### config.mk
export PLATFORM = sky130hd
export DESIGN_NAME = decimal_integer_parse_check_core
export DESIGN_NICKNAME = d
export VERILOG_FILES = /design/src/hdl/dipc_pkg.sv /design/src/hdl/dipc_in_stage.sv /design/src/hdl/dipc_parser.sv /design/src/hdl/dipc_out_stage.sv /design/src/hdl/decimal_integer_parse_check_core.sv
export SDC_FILE = /design/constraint.sdc
export NUM_CORES = 1
export LEC_CHECK = 0
export ABC_AREA = 1
export BUFFER_PORTS_ARGS = -buffer_cell sky130_fd_sc_hd__buf_2
export CAP_MARGIN = 20
export CORE_MARGIN = 5
export CORE_UTILIZATION = 42
export CTS_BUF_LIST = sky130_fd_sc_hd__clkbuf_8
export CTS_CLUSTER_DIAMETER = 80
export DETAILED_ROUTE_END_ITERATION = 10
export MAX_ROUTING_LAYER = met4
export SYNTH_ARGS = -nofsm -noshare
export SYNTH_HDL_FRONTEND = slang
export SYNTH_SLANG_ARGS = --single-unit
### constraint.sdc
create_clock -name clk -period 10.6 [get_ports clk]
set_clock_uncertainty 0.15 [all_clocks]
set_input_delay 1.59 -clock clk [delete_from_list [all_inputs] [get_ports clk]]
set_output_delay 1.59 -clock clk [all_outputs]
set_load 0.01 [all_outputs]
### src/hdl/dipc_pkg.sv
// Package for the decimal integer parse checker: widths, character codes, types.
package dipc_pkg;

    localparam int VALUE_BITS = 32;
    localparam int MAG_BITS   = VALUE_BITS - 1;
    localparam int CHAR_BITS  = 8;
    localparam int DIGIT_BITS = 4;
    localparam int PROD_BITS  = MAG_BITS + DIGIT_BITS;

    localparam logic [MAG_BITS-1:0]   MAX_MAG = '1;
    localparam logic [DIGIT_BITS-1:0] RADIX   = 4'd10;

    localparam logic [CHAR_BITS-1:0] CHAR_MINUS = 8'h2D;
    localparam logic [CHAR_BITS-1:0] CHAR_ZERO  = 8'h30;
    localparam logic [CHAR_BITS-1:0] CHAR_NINE  = 8'h39;
    localparam logic [CHAR_BITS-1:0] CHAR_SPACE = 8'h20;
    localparam logic [CHAR_BITS-1:0] CHAR_TAB   = 8'h09;
    localparam logic [CHAR_BITS-1:0] CHAR_CR    = 8'h0D;

    typedef enum logic [5:0] {
        PH_LEAD   = 6'b000001,
        PH_SIGN   = 6'b000010,
        PH_ZERO   = 6'b000100,
        PH_DIGITS = 6'b001000,
        PH_TRAIL  = 6'b010000,
        PH_BAD    = 6'b100000
    } phase_t;

    typedef struct packed {
        logic [CHAR_BITS-1:0] char_code;
        logic                 char_present;
        logic                 last;
    } beat_t;

    typedef struct packed {
        logic                         is_valid;
        logic signed [VALUE_BITS-1:0] parsed_value;
    } result_t;

endpackage

### src/hdl/dipc_in_stage.sv
// Input register: holds one accepted character beat until the parser takes it.
module dipc_in_stage (
    input  logic            clk,
    input  logic            rst_n,
    input  logic            s_tvalid,
    output logic            s_tready,
    input  dipc_pkg::beat_t beat_in,
    input  logic            consume,
    output logic            held_valid,
    output dipc_pkg::beat_t held_beat
);
    import dipc_pkg::*;

    logic  valid_reg;
    logic  valid_next;
    beat_t beat_reg;
    logic  take;

    assign s_tready   = !valid_reg || consume;
    assign take       = s_tvalid && s_tready;
    assign valid_next = take ? 1'b1 : (consume ? 1'b0 : valid_reg);

    always_ff @(posedge clk or negedge rst_n)
    begin
        if (!rst_n)
        begin
            valid_reg <= 1'b0;
        end
        else
        begin
            valid_reg <= valid_next;
        end
    end

    always_ff @(posedge clk)
    begin
        if (take)
        begin
            beat_reg <= beat_in;
        end
    end

    assign held_valid = valid_reg;
    assign held_beat  = beat_reg;

endmodule

### src/hdl/dipc_parser.sv
// Field parser: phase, sign, magnitude and overflow state, one character per step.
module dipc_parser (
    input  logic              clk,
    input  logic              rst_n,
    input  logic              consume,
    input  dipc_pkg::beat_t   beat,
    output dipc_pkg::result_t result
);
    import dipc_pkg::*;

    phase_t              phase_reg, phase_next, phase_chr;
    logic                neg_reg, neg_next, neg_chr;
    logic [MAG_BITS-1:0] mag_reg, mag_next, mag_chr;
    logic                ovf_reg, ovf_next, ovf_chr;

    logic                  blank;
    logic                  digit;
    logic                  minus;
    logic [DIGIT_BITS-1:0] dval;
    logic [PROD_BITS-1:0]  prod;
    logic                  prod_big;
    logic                  ok;
    logic [VALUE_BITS-1:0] mag_ext;

    logic [CHAR_BITS-1:0] c;

    assign c     = beat.char_code;
    assign blank = (c == CHAR_SPACE) || (c >= CHAR_TAB && c <= CHAR_CR);
    assign digit = (c >= CHAR_ZERO) && (c <= CHAR_NINE);
    assign minus = (c == CHAR_MINUS);
    assign dval  = digit ? DIGIT_BITS'(c - CHAR_ZERO) : '0;

    // mag*10 + d against the largest positive value
    assign prod     = PROD_BITS'(mag_reg) * PROD_BITS'(RADIX) + PROD_BITS'(dval);
    assign prod_big = prod > PROD_BITS'(MAX_MAG);

    always_comb
    begin
        phase_chr = phase_reg;
        neg_chr   = neg_reg;
        mag_chr   = mag_reg;
        ovf_chr   = ovf_reg;
        if (beat.char_present)
        begin
            unique case (phase_reg) inside
                PH_LEAD, PH_SIGN:
                begin
                    if (blank)
                    begin
                        if (phase_reg == PH_SIGN)
                        begin
                            phase_chr = PH_BAD;
                        end
                    end
                    else if (minus && phase_reg == PH_LEAD)
                    begin
                        neg_chr   = 1'b1;
                        phase_chr = PH_SIGN;
                    end
                    else if (c == CHAR_ZERO)
                    begin
                        phase_chr = PH_ZERO;
                    end
                    else if (digit)
                    begin
                        mag_chr   = MAG_BITS'(dval);
                        phase_chr = PH_DIGITS;
                    end
                    else
                    begin
                        phase_chr = PH_BAD;
                    end
                end
                PH_ZERO:
                begin
                    phase_chr = blank ? PH_TRAIL : PH_BAD;
                end
                PH_DIGITS:
                begin
                    if (blank)
                    begin
                        phase_chr = PH_TRAIL;
                    end
                    else if (digit)
                    begin
                        if (ovf_reg || prod_big)
                        begin
                            ovf_chr = 1'b1;
                        end
                        else
                        begin
                            mag_chr = prod[MAG_BITS-1:0];
                        end
                    end
                    else
                    begin
                        phase_chr = PH_BAD;
                    end
                end
                PH_TRAIL:
                begin
                    if (!blank)
                    begin
                        phase_chr = PH_BAD;
                    end
                end
                default:
                begin
                    phase_chr = PH_BAD;
                end
            endcase
        end
    end

    assign ok = ((phase_chr == PH_ZERO) || (phase_chr == PH_DIGITS) ||
                 (phase_chr == PH_TRAIL)) && !ovf_chr;
    assign mag_ext = VALUE_BITS'(mag_chr);

    always_comb
    begin
        result.is_valid     = ok;
        result.parsed_value = '0;
        if (ok)
        begin
            result.parsed_value = neg_chr ? -mag_ext : mag_ext;
        end
    end

    // a closing beat returns everything to the start of a new field
    always_comb
    begin
        phase_next = phase_reg;
        neg_next   = neg_reg;
        mag_next   = mag_reg;
        ovf_next   = ovf_reg;
        if (consume)
        begin
            if (beat.last)
            begin
                phase_next = PH_LEAD;
                neg_next   = 1'b0;
                mag_next   = '0;
                ovf_next   = 1'b0;
            end
            else
            begin
                phase_next = phase_chr;
                neg_next   = neg_chr;
                mag_next   = mag_chr;
                ovf_next   = ovf_chr;
            end
        end
    end

    always_ff @(posedge clk or negedge rst_n)
    begin
        if (!rst_n)
        begin
            phase_reg <= PH_LEAD;
            neg_reg   <= 1'b0;
            mag_reg   <= '0;
            ovf_reg   <= 1'b0;
        end
        else
        begin
            phase_reg <= phase_next;
            neg_reg   <= neg_next;
            mag_reg   <= mag_next;
            ovf_reg   <= ovf_next;
        end
    end

endmodule

### src/hdl/dipc_out_stage.sv
// Result register: one pending result beat toward the receiver.
module dipc_out_stage (
    input  logic              clk,
    input  logic              rst_n,
    input  logic              load,
    input  dipc_pkg::result_t result,
    output logic              m_tvalid,
    input  logic              m_tready,
    output dipc_pkg::result_t held
);
    import dipc_pkg::*;

    logic    valid_reg;
    logic    valid_next;
    result_t res_reg;

    assign valid_next = load ? 1'b1 : ((valid_reg && m_tready) ? 1'b0 : valid_reg);

    always_ff @(posedge clk or negedge rst_n)
    begin
        if (!rst_n)
        begin
            valid_reg <= 1'b0;
        end
        else
        begin
            valid_reg <= valid_next;
        end
    end

    always_ff @(posedge clk)
    begin
        if (load)
        begin
            res_reg <= result;
        end
    end

    assign m_tvalid = valid_reg;
    assign held     = res_reg;

endmodule

### src/hdl/decimal_integer_parse_check_core.sv
// Top level of the decimal integer parse checker.
// Usage:
//   The slave stream carries one text character per beat: s_tdata is the ASCII
//   code, s_tuser is 1 when a character is present (0 for an empty marker beat),
//   s_tlast closes the field. Leading and trailing whitespace is skipped, one
//   leading minus is allowed, a multi-digit number may not start with zero.
//   Each closed field yields one beat on the master stream: m_tuser says whether
//   the field was a valid in-range integer, m_tdata holds its signed value
//   (zero when invalid). Non-last beats produce nothing on the master side.
//   Throughput: one character beat per cycle, sustained while the result register
//   is free or being taken. Result path: an accepted closing beat is held in the
//   input register; the parser step then loads its result into the result register.
//   Receiver stall: the result register holds its beat; character beats keep
//   flowing through the parser, and only a closing beat waits in the input
//   register, which then drops s_tready until the result is taken.
//   Reset (rst_n low, async): parser returns to the leading-whitespace phase,
//   both registers empty; s_tready is high right after reset.
module decimal_integer_parse_check_core (
    input  logic                            clk,
    input  logic                            rst_n,
    input  logic                            s_tvalid,
    output logic                            s_tready,
    input  logic [dipc_pkg::CHAR_BITS-1:0]  s_tdata,   // [7:0] char_code
    input  logic                            s_tuser,   // [0] char_present
    input  logic                            s_tlast,   // last
    output logic                            m_tvalid,
    input  logic                            m_tready,
    output logic [dipc_pkg::VALUE_BITS-1:0] m_tdata,   // [31:0] parsed_value
    output logic                            m_tuser    // [0] is_valid
);
    import dipc_pkg::*;

    beat_t   beat_in;
    beat_t   held_beat;
    logic    held_valid;
    logic    consume;
    logic    load;
    result_t step_res;
    result_t out_res;

    assign beat_in.char_code    = s_tdata;
    assign beat_in.char_present = s_tuser;
    assign beat_in.last         = s_tlast;

    // non-closing beats always advance; a closing beat needs a free result slot
    assign consume = held_valid && (!held_beat.last || !m_tvalid || m_tready);
    assign load    = consume && held_beat.last;

    dipc_in_stage u_in (
        .clk        (clk),
        .rst_n      (rst_n),
        .s_tvalid   (s_tvalid),
        .s_tready   (s_tready),
        .beat_in    (beat_in),
        .consume    (consume),
        .held_valid (held_valid),
        .held_beat  (held_beat)
    );

    dipc_parser u_parse (
        .clk     (clk),
        .rst_n   (rst_n),
        .consume (consume),
        .beat    (held_beat),
        .result  (step_res)
    );

    dipc_out_stage u_out (
        .clk      (clk),
        .rst_n    (rst_n),
        .load     (load),
        .result   (step_res),
        .m_tvalid (m_tvalid),
        .m_tready (m_tready),
        .held     (out_res)
    );

    assign m_tdata = out_res.parsed_value;
    assign m_tuser = out_res.is_valid;

endmodule

==> impl_metrics.env <==
export IMPL_clk_path_buf_depth=2
export IMPL_min_from="u_out.m_tvalid$_DFFE_PN0P_"
export IMPL_area_growth_pct=8.12
export IMPL_worst_pin_slew_ps=895
export IMPL_path_class="reg -> reg"
export IMPL_crit_required_ps=10600
export IMPL_drt_first_pass_iters=5
export IMPL_post_cts_resized=0
export IMPL_dpl_hpwl_mm=21.0
export IMPL_root_buffer="clkbuf_8"
export IMPL_synth_edf_count=43
export IMPL_synth_cell_type_count=44
export IMPL_min_period_ps=5870
export IMPL_vias=8934
export IMPL_cp_end_kind="register"
export IMPL_antenna_cells=0
export IMPL_timing_setup_tns_ps=0
export IMPL_start_kind="register"
export IMPL_fin_crit_sh_pct=55.4
export IMPL_slowest_stage="nand3_4"
export IMPL_syn_area_sq_um=9100
export IMPL_timing_critical_path_max_delay_family="simple AND/OR/NAND/NOR gates"
export IMPL_post_drt_wl_per_cell_um=15.0
export IMPL_fp_dieH_um=157
export IMPL_synth_main_ff_cell="edfxtp_1"
export IMPL_drive_gt1_share_pct=13.9
export IMPL_rsz0062_at_grt="no"
export IMPL_max_stage_delay_ps=410
export IMPL_post_cts_buffers=0
export IMPL_grt_overflow_total=0
export IMPL_numClockSinks=84
export IMPL_synth_seq_cells=84
export IMPL_ys_warn_count=0
export IMPL_core_sq_um=21200
export IMPL_syn_inst=1406
export IMPL_routabilityCongestion=0.910
export IMPL_nFillCells=2204
export IMPL_dieArea_sq_um=24700
export IMPL_syn_avg_cell_area_sq_um=6.47
export IMPL_grt_pass1_vias=8310
export IMPL_drt_iter0_drc=553
export IMPL_ir_drop_uv=72.5
export IMPL_wirelength_mm=25.8
export IMPL_io_buffers=48
export IMPL_r2r_worst_path_cells=35
export IMPL_syn_nets=1484
export IMPL_finalSetupViolCount=0
export IMPL_min_to="u_out.m_tvalid$_DFFE_PN0P_"
export IMPL_row_count=53
export IMPL_slew_headroom_pct=40.4
export IMPL_fin_cells=1723
export IMPL_worst_ep_arrival_time_ps=5870
export IMPL_worstSkewPairLatency_ps=380
export IMPL_max_freq_ghz=0.170
export IMPL_p_leak_nw=5.16
export IMPL_largest_register_ffs=33
export IMPL_ys_seq_area_share_pct=25.5
export IMPL_clk_pin_slew_worst_paths_ps=100
export IMPL_finalMaxSlewViolations=0
export IMPL_nNetsFinal=1521
export IMPL_grt_pass1_wl_mm=42.2
export IMPL_reg2reg_slack_ps=4730
export IMPL_antenna_found_initial=0
export IMPL_r2r_end="u_out.held[16]$_SDFFCE_PN0P_"
export IMPL_start_util_pct=43.0
export IMPL_max_cap_viol_count=0
export IMPL_die_w_um=157
export IMPL_synthArstFlopShare_pct=48.8
export IMPL_hp_class="reg -> reg"
export IMPL_io_pins=49
export IMPL_critPathBufInv=5
export IMPL_hold_viol=0
export IMPL_post_route_drc_count=0
export IMPL_cts_buffers=9
export IMPL_power_density_nw_per_um2=82.2
export IMPL_grt_use_total_pct=21.8
export IMPL_viasPerCell=5.19
export IMPL_grt_max_degree=42
export IMPL_cts_tree="built"
export IMPL_crit_fanout=33
export IMPL_ctsHoldBuffers=0
export IMPL_crit_reg2reg_launch="u_in.held_beat[9]$_DFFE_PP_"
export IMPL_antenna_left=0
export IMPL_outcome="finished, final reports clean"
export IMPL_htree_levels=3
export IMPL_whs_path_depth=2
export IMPL_post_place_cells=1705
[Yosys cell counts (all sizes together), types with 2 or more instances]
cell type  number  share of area [%]
nand2         457                 20
inv           241                9.9
nor2          152                8.5
nand3         105                6.5
ha             62                8.5
a21oi          56                3.1
nand4          56                3.9
edfxtp         43                 14
o21ai          43                2.4
dfrtp          40                 11
o22ai          35                2.4
nor3           20                1.2
clkbuf         15               0.62
buf            14                1.2
xor2           14                1.3
xnor2          13                1.3
nand3b          9               0.74
nor4            5               0.34
a31oi           4               0.27
o211ai          4               0.33
and2            3               0.21
a21o            2               0.16
and3            2               0.14
clkinv          2              0.083
fa              2               0.44
o2111ai         2               0.19
[worst min-delay path, delay by kind of cell (launching register included)]
family / cells / cell delay [ps]
DFF: 1 / 410
and+or+nand+nor: 2 / 130
[report_power, final]
part           switching (W)  leakage [nW]  internal [W]
clock               0.000137         0.118      0.000137
combinational       0.000118          4.07     0.0000512
sequential        0.00000975         0.979      0.000356
[worst max-delay path by stage]
stage                                start                            to  cells past startpoint
6_report       u_in.held_beat[9]$_DFFE_PP_  u_out.held[16]$_SDFFCE_PN0P_                     35
5_1_grt        u_in.held_beat[9]$_DFFE_PP_  u_out.held[20]$_SDFFCE_PN0P_                     35
4_1_cts        u_in.held_beat[9]$_DFFE_PP_  u_out.held[20]$_SDFFCE_PN0P_                     35
3_5_place_dp   u_in.held_beat[9]$_DFFE_PP_  u_out.held[20]$_SDFFCE_PN0P_                     35
3_3_place_gp   u_in.held_beat[9]$_DFFE_PP_  u_out.held[20]$_SDFFCE_PN0P_                     35
2_1_floorplan  u_in.held_beat[9]$_DFFE_PP_  u_out.held[20]$_SDFFCE_PN0P_                     36
[cell type report]
cell class,instances,area (sq um),share of cell area (%)
repair buffers,55,325,3.31
clock buffers,9,124,1.26
flip-flops and latches,84,2320,23.6
multi-input cells,1050,5710,58.0
well taps,275,344,3.50
clock inverters,7,106,1.08
inverters,243,912,9.27
[per-layer routing]
layer	track usage, %	wire (um)
met1	27.8	11700
met2	36.9	12500
met3	2.47	988
met4	5.86	597
met5	-	0
[kinds of logic after synthesis]
| group | Yosys count | synth area share [%] |
|---|---|---|
| compound gates | 149 | 9.10 |
| xor+xnor | 27 | 2.60 |
| fa+ha+maj | 64 | 8.96 |
| buf+inv | 272 | 11.9 |
| flops | 84 | 25.5 |
| simple gates | 810 | 42.0 |
[placed cells by master, fill, tap and decap left out, types with 4 or more instances in the layout]
| cell type | synthesis | final |
|---|---|---|
| nand2_1 | 417 | 417 |
| ha_1 | 62 | 62 |
| o21ai_1 | 12 | 12 |
| xnor2_1 | 13 | 13 |
| nor2_1 | 112 | 111 |
| inv_1 | 210 | 210 |
| nand3_2 | 11 | 11 |
| clkbuf_8 | 0 | 9 |
| nand2_2 | 34 | 34 |
| buf_4 | 2 | 5 |
| a21oi_1 | 56 | 56 |
| dfrtp_1 | 40 | 40 |
| nor2_2 | 25 | 26 |
| o22ai_1 | 35 | 35 |
| nand3b_1 | 9 | 9 |
| nor3_1 | 18 | 18 |
| xor2_1 | 14 | 14 |
| edfxtp_1 | 43 | 43 |
| nor2_4 | 12 | 12 |
| nor4_1 | 5 | 5 |
| nand2_4 | 6 | 6 |
| o21ai_0 | 31 | 31 |
| nand4_1 | 55 | 55 |
| nand3_1 | 93 | 93 |
| inv_2 | 31 | 31 |
| buf_2 | 6 | 48 |
| o211ai_1 | 4 | 4 |
[through the flow]
step                      cell area (sq um)  power (W)  worst slack [ps]  utilization [%]  hold WS, ps
after global routing                   9840   0.000849              3950             46.5          467
after CTS                              9790   0.000810              4750             46.3          418
after detailed placement               9560   0.000537              4780             45.2          391
after floorplan                        9100   0.000492              5740                -          346
after global placement                 9560   0.000536              4910             45.2          395
final                                  9840   0.000809              4730             46.5          407
(Power assumes the default switching activity.)
